<file path="src/sv/rfbl_pkg.sv">
// Package for the rotating FIFO bank level: sizes, operation and status codes,
// and the command word passed from the front end to the back end.
// No dependencies.
package rfbl_pkg;

	localparam int NUM_FIFOS   = 10;
	localparam int FIFO_DEPTH  = 64;
	localparam int DESC_WIDTH  = 32;

	localparam int IDX_W       = $clog2(NUM_FIFOS);
	localparam int PTR_W       = $clog2(FIFO_DEPTH);
	localparam int CNT_W       = $clog2(FIFO_DEPTH + 1);
	localparam int ADDR_W      = $clog2(NUM_FIFOS * FIFO_DEPTH);
	localparam int CFG_W       = 4;
	localparam int CMP_W       = (IDX_W + 1 > CFG_W) ? IDX_W + 1 : CFG_W;

	// fixed port widths
	localparam int OP_W        = 2;
	localparam int PKT_W       = 32;
	localparam int FIDX_W      = 4;
	localparam int CSIZE_W     = 7;
	localparam int STAT_W      = 2;

	localparam logic [CFG_W-1:0] CFG_RESET = CFG_W'(10);

	// command queue between front and back
	localparam int QUEUE_DEPTH = 4;
	localparam int QP_W        = $clog2(QUEUE_DEPTH);
	localparam int QC_W        = $clog2(QUEUE_DEPTH + 1);

	typedef enum logic [OP_W-1:0] {
		OP_ENQ = 2'd0,
		OP_DEQ = 2'd1,
		OP_ADV = 2'd2,
		OP_SET = 2'd3
	} op_t;

	typedef enum logic [STAT_W-1:0] {
		ST_OK     = 2'd0,
		ST_EMPTY  = 2'd1,
		ST_FULL   = 2'd2,
		ST_BADIDX = 2'd3
	} status_t;

	typedef struct packed {
		logic                  wr_en;
		logic                  rd_en;
		logic [ADDR_W-1:0]     addr;
		logic [DESC_WIDTH-1:0] wdata;
		status_t               status;
		logic [IDX_W-1:0]      cur_index;
		logic [CNT_W-1:0]      cur_size;
		logic                  cur_empty;
	} cmd_t;

endpackage

</file>
<file path="src/sv/rfbl_front.sv">
// Front end of the FIFO bank level: accepts operations, keeps the per-FIFO
// head/tail/count state and the serving pointer, and issues commands.
// Depends on rfbl_pkg.
module rfbl_front (
	input  logic                       clk,
	input  logic                       arst_n,
	input  logic [rfbl_pkg::CFG_W-1:0] fifos_in_use,
	input  logic                       in_valid,
	input  logic [rfbl_pkg::OP_W-1:0]  op_in,
	input  logic [rfbl_pkg::PKT_W-1:0] pkt_in,
	input  logic [rfbl_pkg::FIDX_W-1:0] idx_in,
	input  logic                       q_full,
	output logic                       push,
	output rfbl_pkg::cmd_t             cmd
);
	import rfbl_pkg::*;

	logic [PTR_W-1:0] head_q [NUM_FIFOS];
	logic [PTR_W-1:0] tail_q [NUM_FIFOS];
	logic [CNT_W-1:0] count_q [NUM_FIFOS];
	logic [IDX_W-1:0] sp_q;
	logic [CNT_W-1:0] cur_cnt_q;

	op_t              op;
	logic             idx_ok;
	logic [IDX_W-1:0] idx;
	logic [CMP_W-1:0] vol;
	logic [IDX_W-1:0] next_sp;
	logic [IDX_W-1:0] tgt;
	logic [CNT_W-1:0] cnt_t;
	logic [PTR_W-1:0] head_t;
	logic [PTR_W-1:0] tail_t;

	logic             wr_head;
	logic             wr_tail;
	logic             wr_cnt;
	logic [PTR_W-1:0] head_n;
	logic [PTR_W-1:0] tail_n;
	logic [CNT_W-1:0] cnt_n;
	logic [IDX_W-1:0] sp_n;
	logic [CNT_W-1:0] cur_cnt_n;

	function automatic logic [PTR_W-1:0] next_slot(input logic [PTR_W-1:0] p);
		return (p == PTR_W'(FIFO_DEPTH - 1)) ? '0 : p + PTR_W'(1);
	endfunction

	assign op     = op_t'(op_in);
	assign idx_ok = idx_in < FIDX_W'(NUM_FIFOS);
	assign idx    = idx_ok ? IDX_W'(idx_in) : '0;
	assign push   = in_valid && !q_full;

	// rotation count capped at the bank size
	always_comb begin
		vol = CMP_W'(fifos_in_use);
		if (vol > CMP_W'(NUM_FIFOS))
			vol = CMP_W'(NUM_FIFOS);
		next_sp = ((CMP_W'(sp_q) + CMP_W'(1)) < vol) ? sp_q + IDX_W'(1) : '0;
	end

	// one FIFO is touched per operation
	always_comb begin
		case (op)
			OP_ENQ:  tgt = idx;
			OP_DEQ:  tgt = sp_q;
			OP_ADV:  tgt = next_sp;
			default: tgt = idx;
		endcase
	end

	assign cnt_t  = count_q[tgt];
	assign head_t = head_q[tgt];
	assign tail_t = tail_q[tgt];

	always_comb begin
		wr_head   = 1'b0;
		wr_tail   = 1'b0;
		wr_cnt    = 1'b0;
		head_n    = next_slot(head_t);
		tail_n    = next_slot(tail_t);
		cnt_n     = cnt_t;
		sp_n      = sp_q;
		cur_cnt_n = cur_cnt_q;
		cmd       = '0;
		cmd.status = ST_OK;
		cmd.wdata = DESC_WIDTH'(pkt_in);
		case (op)
			OP_ENQ: begin
				cmd.addr = ADDR_W'(idx) * ADDR_W'(FIFO_DEPTH) + ADDR_W'(tail_t);
				if (!idx_ok) begin
					cmd.status = ST_BADIDX;
				end else if (cnt_t >= CNT_W'(FIFO_DEPTH)) begin
					cmd.status = ST_FULL;
				end else begin
					cmd.wr_en = 1'b1;
					wr_tail   = 1'b1;
					wr_cnt    = 1'b1;
					cnt_n     = cnt_t + CNT_W'(1);
					if (idx == sp_q)
						cur_cnt_n = cnt_t + CNT_W'(1);
				end
			end
			OP_DEQ: begin
				cmd.addr = ADDR_W'(sp_q) * ADDR_W'(FIFO_DEPTH) + ADDR_W'(head_t);
				if (cnt_t == '0) begin
					cmd.status = ST_EMPTY;
				end else begin
					cmd.rd_en = 1'b1;
					wr_head   = 1'b1;
					wr_cnt    = 1'b1;
					cnt_n     = cnt_t - CNT_W'(1);
					cur_cnt_n = cnt_t - CNT_W'(1);
				end
			end
			OP_ADV: begin
				sp_n      = next_sp;
				cur_cnt_n = cnt_t;
			end
			default: begin
				if (!idx_ok) begin
					cmd.status = ST_BADIDX;
				end else begin
					sp_n      = idx;
					cur_cnt_n = cnt_t;
				end
			end
		endcase
		cmd.cur_index = sp_n;
		cmd.cur_size  = cur_cnt_n;
		cmd.cur_empty = (cur_cnt_n == '0);
	end

	always_ff @(posedge clk or negedge arst_n) begin
		if (!arst_n) begin
			sp_q      <= '0;
			cur_cnt_q <= '0;
			for (int i = 0; i < NUM_FIFOS; i++) begin
				head_q[i]  <= '0;
				tail_q[i]  <= '0;
				count_q[i] <= '0;
			end
		end else if (push) begin
			sp_q      <= sp_n;
			cur_cnt_q <= cur_cnt_n;
			if (wr_head)
				head_q[tgt] <= head_n;
			if (wr_tail)
				tail_q[tgt] <= tail_n;
			if (wr_cnt)
				count_q[tgt] <= cnt_n;
		end
	end

endmodule

</file>
<file path="config.mk">
export PLATFORM = sky130hd
export DESIGN_NAME = rfbl_front
export DESIGN_NICKNAME = d
export VERILOG_FILES = /design/src/sv/rfbl_pkg.sv /design/src/sv/rfbl_front.sv
export SDC_FILE = /design/constraint.sdc
export NUM_CORES = 1
export LEC_CHECK = 0
export BUFFER_PORTS_ARGS = -buffer_cell sky130_fd_sc_hd__buf_2
export CAP_MARGIN = 20
export CELL_PAD_IN_SITES_DETAIL_PLACEMENT = 0
export CELL_PAD_IN_SITES_GLOBAL_PLACEMENT = 1
export CORE_ASPECT_RATIO = 0.6
export CORE_MARGIN = 2
export CORE_UTILIZATION = 43
export CTS_BUF_LIST = sky130_fd_sc_hd__clkbuf_16
export DETAILED_ROUTE_END_ITERATION = 10
export PLACE_DENSITY_LB_ADDON = 0.12
export SYNTH_ARGS = -nofsm -noshare
export SYNTH_HDL_FRONTEND = slang
export SYNTH_SLANG_ARGS = --single-unit
</file>
<file path="constraint.sdc">
create_clock -name clk -period 4.4 [get_ports clk]
set_input_delay 0.22 -clock clk [delete_from_list [all_inputs] [get_ports clk]]
set_output_delay 0.22 -clock clk [all_outputs]
set_load 0.05 [all_outputs]
</file>
==> flow_summary.json <==
{
  "drt_iter0_markers": 1259,
  "synth_xor_area_share_pct": 1.19,
  "finalMaxSlewViolations": 0,
  "diodes": 0,
  "cts_tree": "built",
  "grt_use_met3_pct": 8.77,
  "cts-buffers-inserted": 22,
  "grt_pass1_vias": 9729,
  "power.leakage_nw": 7.23,
  "synth_most_common_cell": "dfrtp_1",
  "port_buffers": 40,
  "rows": 46,
  "area_growth_pct": 32.6,
  "maxCapViolCount": 0,
  "die_h_microns": 132,
  "ys_top_cells_by_area": "dfrtp_1, mux2_2, nand2_1",
  "layout_setup_ws_ns": -0.938,
  "setup_viol": 200,
  "cp_max_fo": 3,
  "num_vias": 10200,
  "die_w_microns": 217,
  "pin_count": 105,
  "grt_max_degree": 122,
  "ys_top_cells_by_count": "dfrtp_1, nand2_1, mux2_2, nand3_1, o21ai_0",
  "hold_viol": 0,
  "violations": "negative setup slack",
  "pwr_density_cell_nw_per_um2": 503,
  "busiest_layer": "met1",
  "final_antenna_net_count": 0,
  "dp_hpwl_microns": 28000,
  "synthAdderAreaFrac_pct": 1.38,
  "hold_slack_ns": 0.269,
  "startpoint_type": "register",
  "initial_core_util_pct": 44.1,
  "antenna_found_initial": 0,
  "worst_ir_drop_vdd_mv": 0.279,
  "rsz0062_at_grt": "yes",
  "synth_compound_area_share_pct": 16.2,
  "root_buffer": "clkbuf_16",
  "timing.fmax_ghz": 0.187,
  "routed_wl_microns": 39800,
  "final_nets": 1429,
  "ys_warn_count": 0,
  "synth-async-reset-ratio_pct": 100,
  "synthMuxAreaShare_pct": 17.6,
  "finClkSkew_ns": 0.0196,
  "synth_enable_flop_cells": 0,
  "yosys.area_share.simple_pct": 14.8,
  "end_kind": "output pin",
  "yosysTopAreaCell": "dfrtp_1",
  "total_power_w": 0.00785,
  "hp-class": "in2async",
  "worstMarginPinSlew_ns": 0.824,
  "place_congestion": 0.898,
  "synthesis.nets": 1233,
  "ys_ff_latch": 201,
  "die_area_sq_um": 28700,
  "synth.distinct_cells": 95,
  "first_pass_iters": 5,
  "clk_pin_slew_ns": 0.06,
  "grtUsageTotal_pct": 27.7,
  "cp.arrival_ns": 5.12,
  "synth_top_area_share_pct": 42.8,
  "final_layout_size_suffix_gt1_share_pct": 43.9,
  "synthFlopType": "dfrtp_1",
  "grt_use_met2_pct": 33.8,
  "path_class": "reg2out",
  "status": "finished with violations",
  "fin_crit_ns": 5.34,
  "drc": 0,
  "wl_per_cell_microns": 22.8,
  "core_area_sq_um": 26600,
  "grt_pass1_wl_microns": 61000,
  "required_ns": 4.18,
  "synth_area_sq_um": 11800,
  "slew_headroom_pct": 45.1,
  "clock_path_buffers": 3,
  "yosysSeqAreaShare_pct": 42.8,
  "syn_inst": 1174,
  "grt_util_met1_pct": 46.4,
  "clk_latency_ns": 0.53,
  "viasPerCell": 5.85,
  "cts_max_level": 1,
  "cts.sinks": 201,
  "grt.overflow.total": 0,
  "synth_top_family_by_area": "multiplexers",
  "final_core_util_pct": 58.5,
  "setup-tns-final_ns": -57.62,
  "syn_area_per_cell_sq_um": 10.0,
  "timing.final.crit_share_pct": 121
}
-- final timing paths --
kind	from	endpoint	slack [ns]	depth (start not counted)
min in group clk	idx_in[2]	sp_q[2]$_DFFE_PN0P_	0.37	6
worst min-delay path	arst_n	head_q[48]$_DFFE_PN0P_	0.27	2
worst max-delay path	sp_q[1]$_DFFE_PN0P_	cmd[0]	-0.94	21
worst min register to register	tail_q[14]$_DFFE_PN0P_	tail_q[14]$_DFFE_PN0P_	0.47	2
max in group asynchronous	arst_n	sp_q[2]$_DFFE_PN0P_	2.99	3
worst max register to register	sp_q[1]$_DFFE_PN0P_	count_q[47]$_DFFE_PN0P_	-0.45	23
-- flip-flops by register name, summed over array words and instances, names as in the netlist --
| signal | count |
|---|---|
| tail_q | 60 |
| count_q | 70 |
| cur_cnt_q | 7 |
| head_q | 60 |
| sp_q | 4 |
-- critical path: stages (launching register included) --
cell and delay (ns):
dfrtp_1 0.42, buf_6 0.15, nand3_4 0.08, xor2_2 0.17
inv_2 0.06, ha_4 0.28, nand3_4 0.07, a31oi_4 0.20
buf_12 0.13, o31ai_4 0.07, nand2_2 0.11, mux4_2 0.55
a221oi_4 0.35, ha_2 0.24, nand2_4 0.05, or4_4 0.57
buf_6 0.14, o211ai_1 0.16, a31o_2 0.19, nand4_1 0.20
nor4_4 0.21, buf_6 0.19
-- per-stage QoR --
stage | area, sq um | worst slack, ns | cells
2_1_floorplan | 12200 | -0.969 | 1174
5_1_grt | 15600 | -1.12 | 1746
3_3_place_gp | 13900 | -0.545 | 1674
3_5_place_dp | 13900 | -0.651 | 1674
4_1_cts | 15400 | -0.900 | 1739
6_report | 15600 | -0.938 | 1746
-- area by class of cell --
type / instances / area, sq um
clock buffer: 22 / 551
sequential: 201 / 5030
tap: 360 / 450
timing repair buffer: 284 / 2390
clock inverter: 18 / 153
fill: 2265 / 11100
multi-input combinational: 837 / 6920
inverter: 24 / 97.6
-- routing by layer --
| metal | vias up | share of wire (%) |
|---|---|---|
| li1 | 4659 | - |
| met1 | 5132 | 51 |
| met2 | 385 | 37 |
| met3 | 40 | 9.9 |
| met4 | 0 | 1.3 |
| met5 | - | 0 |
-- layout by cell type, fill, tap and decap left out, types with 6 or more instances in the layout --
cell	count
a211oi_1	22
a21oi_1	28
a22oi_1	7
a311o_1	11
a311oi_1	9
a32oi_1	7
and3_1	21
buf_12	12
buf_2	27
buf_4	203
buf_6	36
clkbuf_16	22
dfrtp_1	200
ha_1	8
inv_1	22
mux2_2	111
mux2_4	56
mux2i_1	14
nand2_1	154
nand2_4	6
nand3_1	58
nand3b_1	6
nand4_1	7
nor2_1	39
nor2_2	6
nor3_1	8
o211ai_1	9
o21ai_0	58
o21ai_2	7
o22ai_1	6
xnor2_1	8
-- report_power, final --
part	switching [W]	internal, W	leakage [nW]
Combinational	0.00196	0.00162	4.13
Sequential	0.000231	0.00220	2.74
Clock	0.000792	0.00103	0.356
-- what timing repair did --
action,in CTS,in global routing
hold buffers,1,0
buffers inserted,23,6
endpoints found under the setup margin,214,213
pin swaps,24,9
gates resized for setup,133,26
cloned,1,0
endpoints found under the hold margin,80,0
-- cell families (layout without fill, tap and decap cells) --
logic type      after synthesis  in the layout
buf+inv                     137            348
xor+xnor                     16             16
compound gates              254            255
simple gates                369            369
mux                         184            184
fa+ha+maj                    13             13
flops                       201            201
No activity file was read; power rests on OpenSTA's default activity.
