[config.mk]
export PLATFORM = sky130hd
export DESIGN_NAME = rfbl_queue
export DESIGN_NICKNAME = d
export VERILOG_FILES = /design/src/sv/rfbl_pkg.sv /design/src/sv/rfbl_queue.sv
export SDC_FILE = /design/constraint.sdc
export NUM_CORES = 1
export LEC_CHECK = 0
export BUFFER_PORTS_ARGS = -buffer_cell sky130_fd_sc_hd__buf_2
export CAP_MARGIN = 20
export CORE_AREA = 5 5 195 197
export DETAILED_ROUTE_END_ITERATION = 6
export DIE_AREA = 0 0 200 202
export GPL_TIMING_DRIVEN = 0
export PLACE_DENSITY = 0.5
export SYNTH_ARGS = -nofsm -noshare
export SYNTH_HDL_FRONTEND = slang
export SYNTH_SLANG_ARGS = --single-unit
[constraint.sdc]
create_clock -name clk -period 3.35 [get_ports clk]
set_input_delay 0.1675 -clock clk [delete_from_list [all_inputs] [get_ports clk]]
set_output_delay 0.1675 -clock clk [all_outputs]
set_load 0.03 [all_outputs]
[src/sv/rfbl_pkg.sv]
// Package for the rotating FIFO bank level: sizes, operation and status codes,
// and the command word passed from the front end to the back end.
// No dependencies.
package rfbl_pkg;

	localparam int NUM_FIFOS   = 10;
	localparam int FIFO_DEPTH  = 64;
	localparam int DESC_WIDTH  = 32;

	localparam int IDX_W       = $clog2(NUM_FIFOS);
	localparam int PTR_W       = $clog2(FIFO_DEPTH);
	localparam int CNT_W       = $clog2(FIFO_DEPTH + 1);
	localparam int ADDR_W      = $clog2(NUM_FIFOS * FIFO_DEPTH);
	localparam int CFG_W       = 4;
	localparam int CMP_W       = (IDX_W + 1 > CFG_W) ? IDX_W + 1 : CFG_W;

	// fixed port widths
	localparam int OP_W        = 2;
	localparam int PKT_W       = 32;
	localparam int FIDX_W      = 4;
	localparam int CSIZE_W     = 7;
	localparam int STAT_W      = 2;

	localparam logic [CFG_W-1:0] CFG_RESET = CFG_W'(10);

	// command queue between front and back
	localparam int QUEUE_DEPTH = 4;
	localparam int QP_W        = $clog2(QUEUE_DEPTH);
	localparam int QC_W        = $clog2(QUEUE_DEPTH + 1);

	typedef enum logic [OP_W-1:0] {
		OP_ENQ = 2'd0,
		OP_DEQ = 2'd1,
		OP_ADV = 2'd2,
		OP_SET = 2'd3
	} op_t;

	typedef enum logic [STAT_W-1:0] {
		ST_OK     = 2'd0,
		ST_EMPTY  = 2'd1,
		ST_FULL   = 2'd2,
		ST_BADIDX = 2'd3
	} status_t;

	typedef struct packed {
		logic                  wr_en;
		logic                  rd_en;
		logic [ADDR_W-1:0]     addr;
		logic [DESC_WIDTH-1:0] wdata;
		status_t               status;
		logic [IDX_W-1:0]      cur_index;
		logic [CNT_W-1:0]      cur_size;
		logic                  cur_empty;
	} cmd_t;

endpackage

[src/sv/rfbl_queue.sv]
// Short command queue decoupling the front end from the back end.
// Depends on rfbl_pkg.
module rfbl_queue (
	input  logic           clk,
	input  logic           arst_n,
	input  logic           push,
	input  rfbl_pkg::cmd_t push_cmd,
	output logic           full,
	input  logic           pop,
	output logic           valid,
	output rfbl_pkg::cmd_t head_cmd
);
	import rfbl_pkg::*;

	cmd_t            entry_q [QUEUE_DEPTH];
	logic [QP_W-1:0] wr_ptr_q;
	logic [QP_W-1:0] rd_ptr_q;
	logic [QC_W-1:0] count_q;

	assign full     = (count_q == QC_W'(QUEUE_DEPTH));
	assign valid    = (count_q != '0);
	assign head_cmd = entry_q[rd_ptr_q];

	always_ff @(posedge clk) begin
		if (push)
			entry_q[wr_ptr_q] <= push_cmd;
	end

	always_ff @(posedge clk or negedge arst_n) begin
		if (!arst_n) begin
			wr_ptr_q <= '0;
			rd_ptr_q <= '0;
			count_q  <= '0;
		end else begin
			if (push)
				wr_ptr_q <= (wr_ptr_q == QP_W'(QUEUE_DEPTH - 1)) ? '0 : wr_ptr_q + QP_W'(1);
			if (pop)
				rd_ptr_q <= (rd_ptr_q == QP_W'(QUEUE_DEPTH - 1)) ? '0 : rd_ptr_q + QP_W'(1);
			if (push && !pop)
				count_q <= count_q + QC_W'(1);
			else if (pop && !push)
				count_q <= count_q - QC_W'(1);
		end
	end

endmodule

==> impl_results.md, run 1 <==
- Status: finished, final reports clean
- CP Class: reg -> out
- Netlist Area Pre-Place: 8860 um^2
- DR vias: 4,192
- Worst Hold Launch: push_cmd[13]
- Largest net degree at the start of global routing: 53
- Rows: 70
- Share of cells above drive strength 1: 0.413
- Reg clk slew, reported paths: 0.06 ns
- Final Util: 0.320
- Period utilisation layout: 0.672
- Max stage delay on crit path: 0.34 ns
- Post-route minimum period: 2.25 ns
- Vias in the first global route: 4,702
- Fin. max-slew vios: 0
- DR pass1 iterations: 4
- Die width: 200 um
- Slowest CP cell: dfrtp_1
- Routability cong.: 0.652
- Worst Tran Pin Value: 0.375 ns
- ANT cells: 0
- Final HPWL DP: 11.3 mm
- Congestion Overflow GR: 0
- Skew-Pair Late Insertion Delay: 0.53 ns
- Via density: 4.03
- Worst r2r path cells: 4
- Maximum vdd ir drop: 0.429 mV
- CORE AREA: 36,100 um^2
- Number of DRC markers in iteration 0: 95
- Final setup viols: 0
- # port buffers: 121
- RSZ-0062 raised after global routing: no
- Max-cap violations: 0
- Tot Pwr: 10.1 mW
- Power density over the cells: 872 nW/um^2
- Antenna-violating nets left: 0
- HP Class: in -> reg
- Worst reg-to-reg setup slack: 1.70 ns
- Post_cts resized: 0
- FF-to-FF End: entry_q[0][7]$_DFFE_PP_
- Worst path arrival time: 2.08 ns
- Cell depth of the worst hold path: 2
- CTS Buf Count: 25
- Overall routing resource usage: 0.0904
- Num ports: 122
- Leakage power: 3.95 nW
- WP buf/inv: 4
- Die ar.: 40,400 um^2
- Synth Instances: 341
- R2r startpoint: wr_ptr_q[0]$_DFFE_PN0P_
- Hold Path End: entry_q[2][13]$_DFFE_PP_
- Fmax: 444 MHz
- Syn nets: 410
- Final Non-Filler Cells: 1,040
- DIE HEIGHT: 202 um
- CP startpoint: rd_ptr_q[1]$_DFFE_PN0P_
- Hold-fix buffers at CTS: 62
- Seq/Total Area, Yosys: 0.806
- Cell breakdown of the critical path: buf_2 -> buf_4 -> buf_4 -> mux4_2 -> buf_2
- Critical Path End Type: output port
- H-tree depth: 1
- CP Max Fanout: 10
- Global-route wire length before repair: 27.8 mm
- Final clock skew: 0.0149 ns
- Drc violations: 0
- YS warnings: 0
- Cells after DPL: 934
- Fin. Hold Viols: 0
- Critical Path RT: 3.18 ns
- Filler cells: 3,482
- CTS tree: yes
- Syn_area_per_cell: 26.0 um^2
- CTS root buf: clkbuf_16
- Postcts setup bufs: 0
- CTS Sinks: 239
- Worst path top cell family by delay: buffers and inverters
- Register bit total from synthesis: 239
- Routed wire length per instance: 17.5 um
- Post-Route WL: 18.2 mm
- Starting Density: 0.245
- Initial antenna violation count: 0
- Relative slew slack: 0.749
- Nets@finish: 624
- Clock buffer depth: 3
- Cell variety after synth: 19
- Startpoint types: flop
- P&R area growth vs syn: 30.3%
[final cells by class]
type,count,area (um^2),area share
plain buffers,14,171,0.0149
clock buffers,37,691,0.0598
well taps,468,586,0.0507
repair buffers,187,1340,0.116
clock inverters,7,61.3,0.00531
flip-flops and latches,239,7140,0.619
inverters,4,15.0,0.00130
multi-input cells,84,1540,0.133
[how the worst max path moves through the flow]
stage	to	slack, ns	depth (start not counted)
global placement	entry_q[0][14]$_DFFE_PP_	-0.36	3
floorplan	entry_q[2][0]$_DFFE_PP_	0.93	3
global route	head_cmd[38]	0.95	5
finish	head_cmd[37]	1.10	5
detailed placement	head_cmd[37]	1.61	5
CTS	head_cmd[37]	1.00	5
[stage by stage]
stage               worst slack [ns]  TNS (ns)  instance area, um^2  hold slack [ns]
finish                          1.10         0                11500            0.386
global route                   0.946         0                11500            0.377
detailed placement              1.61         0                10200           0.0188
CTS                             1.00         0                11500            0.348
global placement              -0.363    -72.42                10000          0.00532
floorplan                      0.933         0                 8860           -0.128
[worst reg2reg max path: cells and delay by family, from the launching register on]
| family | cells | cell delay (ns) |
|---|---|---|
| flip-flops | 1 | 0.41 |
| adder cells (fa/ha/maj) | 1 | 0.16 |
| buffers and inverters | 2 | 0.44 |
| AND/OR/NAND/NOR | 1 | 0.25 |
[layout by cell type, fill, tap and decap left out, types with 3 or more instances in the layout]
cell	synthesis	final
nor2_1	3	3
clkbuf_1	0	10
buf_16	0	4
buf_12	6	6
inv_1	4	4
buf_2	5	126
and2_4	0	4
dlygate4sd3_1	0	62
mux4_2	58	58
ha_1	6	6
dfrtp_1	7	7
mux2_2	3	3
clkinv_2	0	3
edfxtp_1	232	232
clkbuf_16	0	25
[where the power goes]
group / internal (mW) / switching [mW] / total, mW
clock: 1.49 / 1.06 / 2.55
sequential: 3.83 / 0.121 / 3.96
combinational: 1.40 / 2.15 / 3.55
total: 6.73 / 3.33 / 10.1
[Yosys cell counts]
library cell,number,area (um^2)
edfxtp_1,232,6970
mux4_2,58,1310
dfrtp_1,7,175
buf_12,6,120
ha_1,6,75.1
buf_2,5,25.0
and2_1,4,25.0
inv_1,4,15.0
mux2_2,3,33.8
nor2_1,3,11.3
buf_4,2,15.0
nand2_1,2,7.51
o21ai_0,2,10.0
xor2_1,2,17.5
buf_6,1,11.3
fa_1,1,20.0
nor3b_1,1,7.51
or3_1,1,6.26
xnor2_1,1,8.76
[flip-flops by register name (all words and copies together) (netlist names)]
| name | cells |
|---|---|
| count_q | 3 |
| rd_ptr_q | 2 |
| wr_ptr_q | 2 |
| entry_q | 232 |
[kinds of logic after synthesis]
| kind of cell | Yosys count | share of synthesized area |
|---|---|---|
| DFF | 239 | 0.806 |
| muxes | 61 | 0.151 |
| AOI/OAI and AO/OA | 2 | 0.00113 |
| buffers and inverters | 18 | 0.0210 |
| and+or+nand+nor | 11 | 0.00650 |
| xor gates and xnor gates | 3 | 0.00297 |
| adders and majority gates | 7 | 0.0107 |
[routing by layer]
metal  track usage  part of all wire
met5             0                 0
met2         0.154              0.51
met3        0.0210             0.056
met1         0.113              0.41
met4        0.0298             0.025
Power figures use the tool's default switching activity.
==> run 2: changes to the inputs <==
--- a/config.mk
+++ b/config.mk
@@ -5,11 +5,12 @@
 export SDC_FILE = /design/constraint.sdc
 export NUM_CORES = 1
 export LEC_CHECK = 0
+export ABC_AREA = 1
 export BUFFER_PORTS_ARGS = -buffer_cell sky130_fd_sc_hd__buf_2
 export CAP_MARGIN = 20
-export CORE_AREA = 5 5 195 197
+export CORE_AREA = 5 5 202 204
 export DETAILED_ROUTE_END_ITERATION = 6
-export DIE_AREA = 0 0 200 202
+export DIE_AREA = 0 0 207 209
 export GPL_TIMING_DRIVEN = 0
 export PLACE_DENSITY = 0.5
 export SYNTH_ARGS = -nofsm -noshare
==> constraint.sdc (replaced) <==
create_clock -name clk -period 2.34 [get_ports clk]
set_input_delay 0.117 -clock clk [delete_from_list [all_inputs] [get_ports clk]]
set_output_delay 0.117 -clock clk [all_outputs]
set_load 0.03 [all_outputs]
==> impl_results.md, run 2 <==
- Area contributors post-synth: edfxtp_1 73%, o211ai_1 9.1%, nand2_1 7.5% (was edfxtp_1 79%, mux4_2 15%, dfrtp_1 2.0%)
- Most Crowded Layer GR: met2 (unchanged)
- Number of enable flip-flop cells after synthesis: 232 (unchanged)
- Drc violations: 0 (unchanged)
- Status: finished, final reports clean (unchanged)
- Fin. Hold Viols: 0 (unchanged)
- Synth top cells by count: 232 x edfxtp_1, 190 x nand2_1, 127 x inv_1 (was 232 x edfxtp_1, 58 x mux4_2, 7 x dfrtp_1)
- Die ar.: 43,300 um^2 (was 40,400 um^2)
- P_int: 9.43 mW (was 6.73 mW)
- Startpoint types: flop (unchanged)
- Postcts setup bufs: 0 (unchanged)
- Critical Path End Type: output port (unchanged)
- Starting Density: 0.245 (about the same)
- Syn_area_per_cell: 13.1 um^2 (was 26.0 um^2)
- Relative slew slack: 0.683 (was 0.749)
- Overall routing resource usage: 0.110 (was 0.0904)
- Nets@finish: 1,015 (was 624)
- DIE HEIGHT: 209 um (was 202 um)
- Fin. max-slew vios: 0 (unchanged)
- Comb power frac: 0.377 (was 0.353)
- Main synth FF type: edfxtp_1 (unchanged)
- CTS Sinks: 239 (unchanged)
- Num ports: 122 (unchanged)
- Rows: 73 (was 70)
- DR pass1 iterations: 5 (was 4)
- Number of DRC markers in iteration 0: 224 (was 95)
- Cells after DPL: 1,380 (was 934)
- Seq/Total Area, Yosys: 0.747 (was 0.806)
- Congestion Overflow GR: 0 (unchanged)
- Post-Route WL: 24.3 mm (was 18.2 mm)
- CTS Buf Count: 27 (was 25)
- # port buffers: 121 (unchanged)
- Synth Instances: 730 (was 341)
- Netlist Area Pre-Place: 9560 um^2 (was 8860 um^2)
- Routed wire length per instance: 16.3 um (was 17.5 um)
- Final clock skew: 0.0145 ns (was 0.0149 ns)
- Most common cell after layout, fill and taps aside: edfxtp_1 (unchanged)
- Clock buffer depth: 3 (unchanged)
- Filler cells: 3,982 (was 3,482)
- YS warnings: 0 (unchanged)
- Final Non-Filler Cells: 1,490 (was 1,040)
- Fmax: 463 MHz
- CP Class: reg -> out (unchanged)
- Initial antenna violation count: 0 (unchanged)
- Largest net degree at the start of global routing: 53 (unchanged)
- Worst path arrival time: 2.04 ns (was 2.08 ns)
- H-tree depth: 1 (unchanged)
- Critical Path RT: 2.22 ns (was 3.18 ns)
- RSZ-0062 raised after global routing: no (unchanged)
- ANT cells: 0 (unchanged)
- Synth area leader: edfxtp_1 (unchanged)
- Clock Power Share: 0.257 (was 0.254)
- Worst Tran Pin Value: 0.476 ns (was 0.375 ns)
- Final hold slack: 0.334 ns (was 0.386 ns)
- Switching power total: 6.03 mW (was 3.33 mW)
- Cell variety after synth: 19 (unchanged)
- Post-route minimum period: 2.16 ns
- Syn nets: 799 (was 410)
- DR vias: 5,952 (was 4,192)
- Max-cap violations: 0 (unchanged)
- Vias in the first global route: 6,131 (was 4,702)
- Sw Ratio: 0.390 (was 0.331)
- CORE AREA: 39,100 um^2 (was 36,100 um^2)
- Maximum vdd ir drop: 0.725 mV (was 0.429 mV)
- GR Util met3: 0.0267 (was 0.0210)
- Max reg flops: 232 (unchanged)
- Die width: 207 um (was 200 um)
- Power density over the cells: 1240 nW/um^2 (was 872 nW/um^2)
- Top reg by flops: entry_q (unchanged)
- Via density: 3.99 (was 4.03)
- Sequential fraction of design power: 0.366 (was 0.393)
- CTS tree: yes (unchanged)
- Cell with the most instances after synthesis: edfxtp_1 (unchanged)
- Routability cong.: 0.696 (was 0.652)
- CP Max Fanout: 10 (unchanged)
- Final HPWL DP: 14.9 mm (was 11.3 mm)
- Met2 Usage GRT: 0.193 (was 0.154)
- Final setup viols: 0 (unchanged)
- Reg clk slew, reported paths: 0.06 ns (about the same)
- Global-route wire length before repair: 36.8 mm (was 27.8 mm)
- Share of cells above drive strength 1: 0.212 (was 0.413)
- Leakage power: 4.98 nW (was 3.95 nW)
- CTS root buf: clkbuf_16 (unchanged)
- Share of the synthesized area in the top cell type: 0.729 (was 0.787)
- Antenna-violating nets left: 0 (unchanged)
- Register bit total from synthesis: 239 (unchanged)
- Skew-Pair Late Insertion Delay: 0.53 ns (about the same)
- Final Util: 0.318 (was 0.320)
- Regs by FF count: entry_q: 232 flops, count_q: 3 flops (unchanged)
- Ys async rst share: 0.0293 (unchanged)
- Met1 Track Usage GR: 0.137 (was 0.113)
- P&R area growth vs syn: 29.9% (was 30.3%)
- Most frequent cells in the layout: 232 x edfxtp_1, 190 x nand2_1, 139 x buf_2 (was 232 x edfxtp_1, 126 x buf_2, 62 x dlygate4sd3_1)
- Period utilisation layout: 0.924
- HP Class: in -> reg (unchanged)
-- run 2: cell families after synthesis --
logic type,share of synthesized area
xor+xnor,0.000916
flops,0.747
compound gates,0.0932
fa+ha+maj,0.00995
simple gates,0.0775
buf+inv,0.0715
-- run 2: path summary, 6_finish.rpt --
| path | to | slack, ns | depth (start not counted) | from |
|---|---|---|---|---|
| worst max-delay path | head_cmd[55] | 0.18 | 6 | rd_ptr_q[0]$_DFFE_PN0P_ |
| worst min-delay path | entry_q[2][33]$_DFFE_PP_ | 0.33 | 2 | push_cmd[33] |
| worst max register to register | entry_q[0][8]$_DFFE_PP_ | 0.60 | 5 | wr_ptr_q[0]$_DFFE_PN0P_ |
| worst min register to register | count_q[2]$_DFFE_PN0P_ | 0.48 | 2 | count_q[2]$_DFFE_PN0P_ |
| max in group asynchronous | rd_ptr_q[1]$_DFFE_PN0P_ | 1.48 | 3 | arst_n |
| min in group asynchronous | rd_ptr_q[0]$_DFFE_PN0P_ | 0.57 | 3 | arst_n |
-- run 2: power by group through the flow --
stage / combinational [mW] / sequential [mW] / clock [mW]
after global placement: 5.78 / 5.81 / 0
after global routing: 6.43 / 5.71 / 4.29
final: 5.83 / 5.65 / 3.98
after detailed placement: 5.92 / 5.74 / 0
after CTS: 6.04 / 5.66 / 4.12
after floorplan: 3.73 / 5.74 / 0
-- run 2: timing repair --
| item | in CTS | in global routing |
|---|---|---|
| endpoints found under the setup margin | 44 | 25 |
| endpoints found under the hold margin | 243 | 0 |
| hold buffers | 62 | 0 |
| gates resized for setup | 8 | 13 |
-- run 2: area by class of cell --
type                    count  area [um^2]  area share
well taps                 525          657      0.0529
plain buffers              38          229      0.0184
inverters                 129          497      0.0400
clock buffers              30          687      0.0553
clock inverters            18          143      0.0115
repair buffers            187         1330       0.107
multi-input cells         324         1740       0.140
flip-flops and latches    239         7140       0.575
-- run 2: layer usage --
metal	up-vias	share of wire
met1	2805	0.43
met4	0	0.022
li1	2979	-
met5	-	0
met3	35	0.048
met2	133	0.50
-- run 2: critical path: stages, from the launching register on --
cell,delay (ns)
dfrtp_1,0.42
inv_4,0.16
buf_6,0.17
buf_2,0.29
o211ai_1,0.13
nand2_1,0.12
buf_2,0.21
-- run 2: metrics by stage --
step | area, um^2 | worst slack (ns) | TNS (ns) | power [mW]
6_report | 12400 | 0.179 | 0 | 15.5
5_1_grt | 12400 | 0.00423 | 0 | 16.4
4_1_cts | 12400 | 0.00107 | 0 | 15.8
3_5_place_dp | 10900 | 0.447 | 0 | 11.7
3_3_place_gp | 10800 | -1.15 | -239.35 | 11.6
2_1_floorplan | 9560 | 0.138 | 0 | 9.48
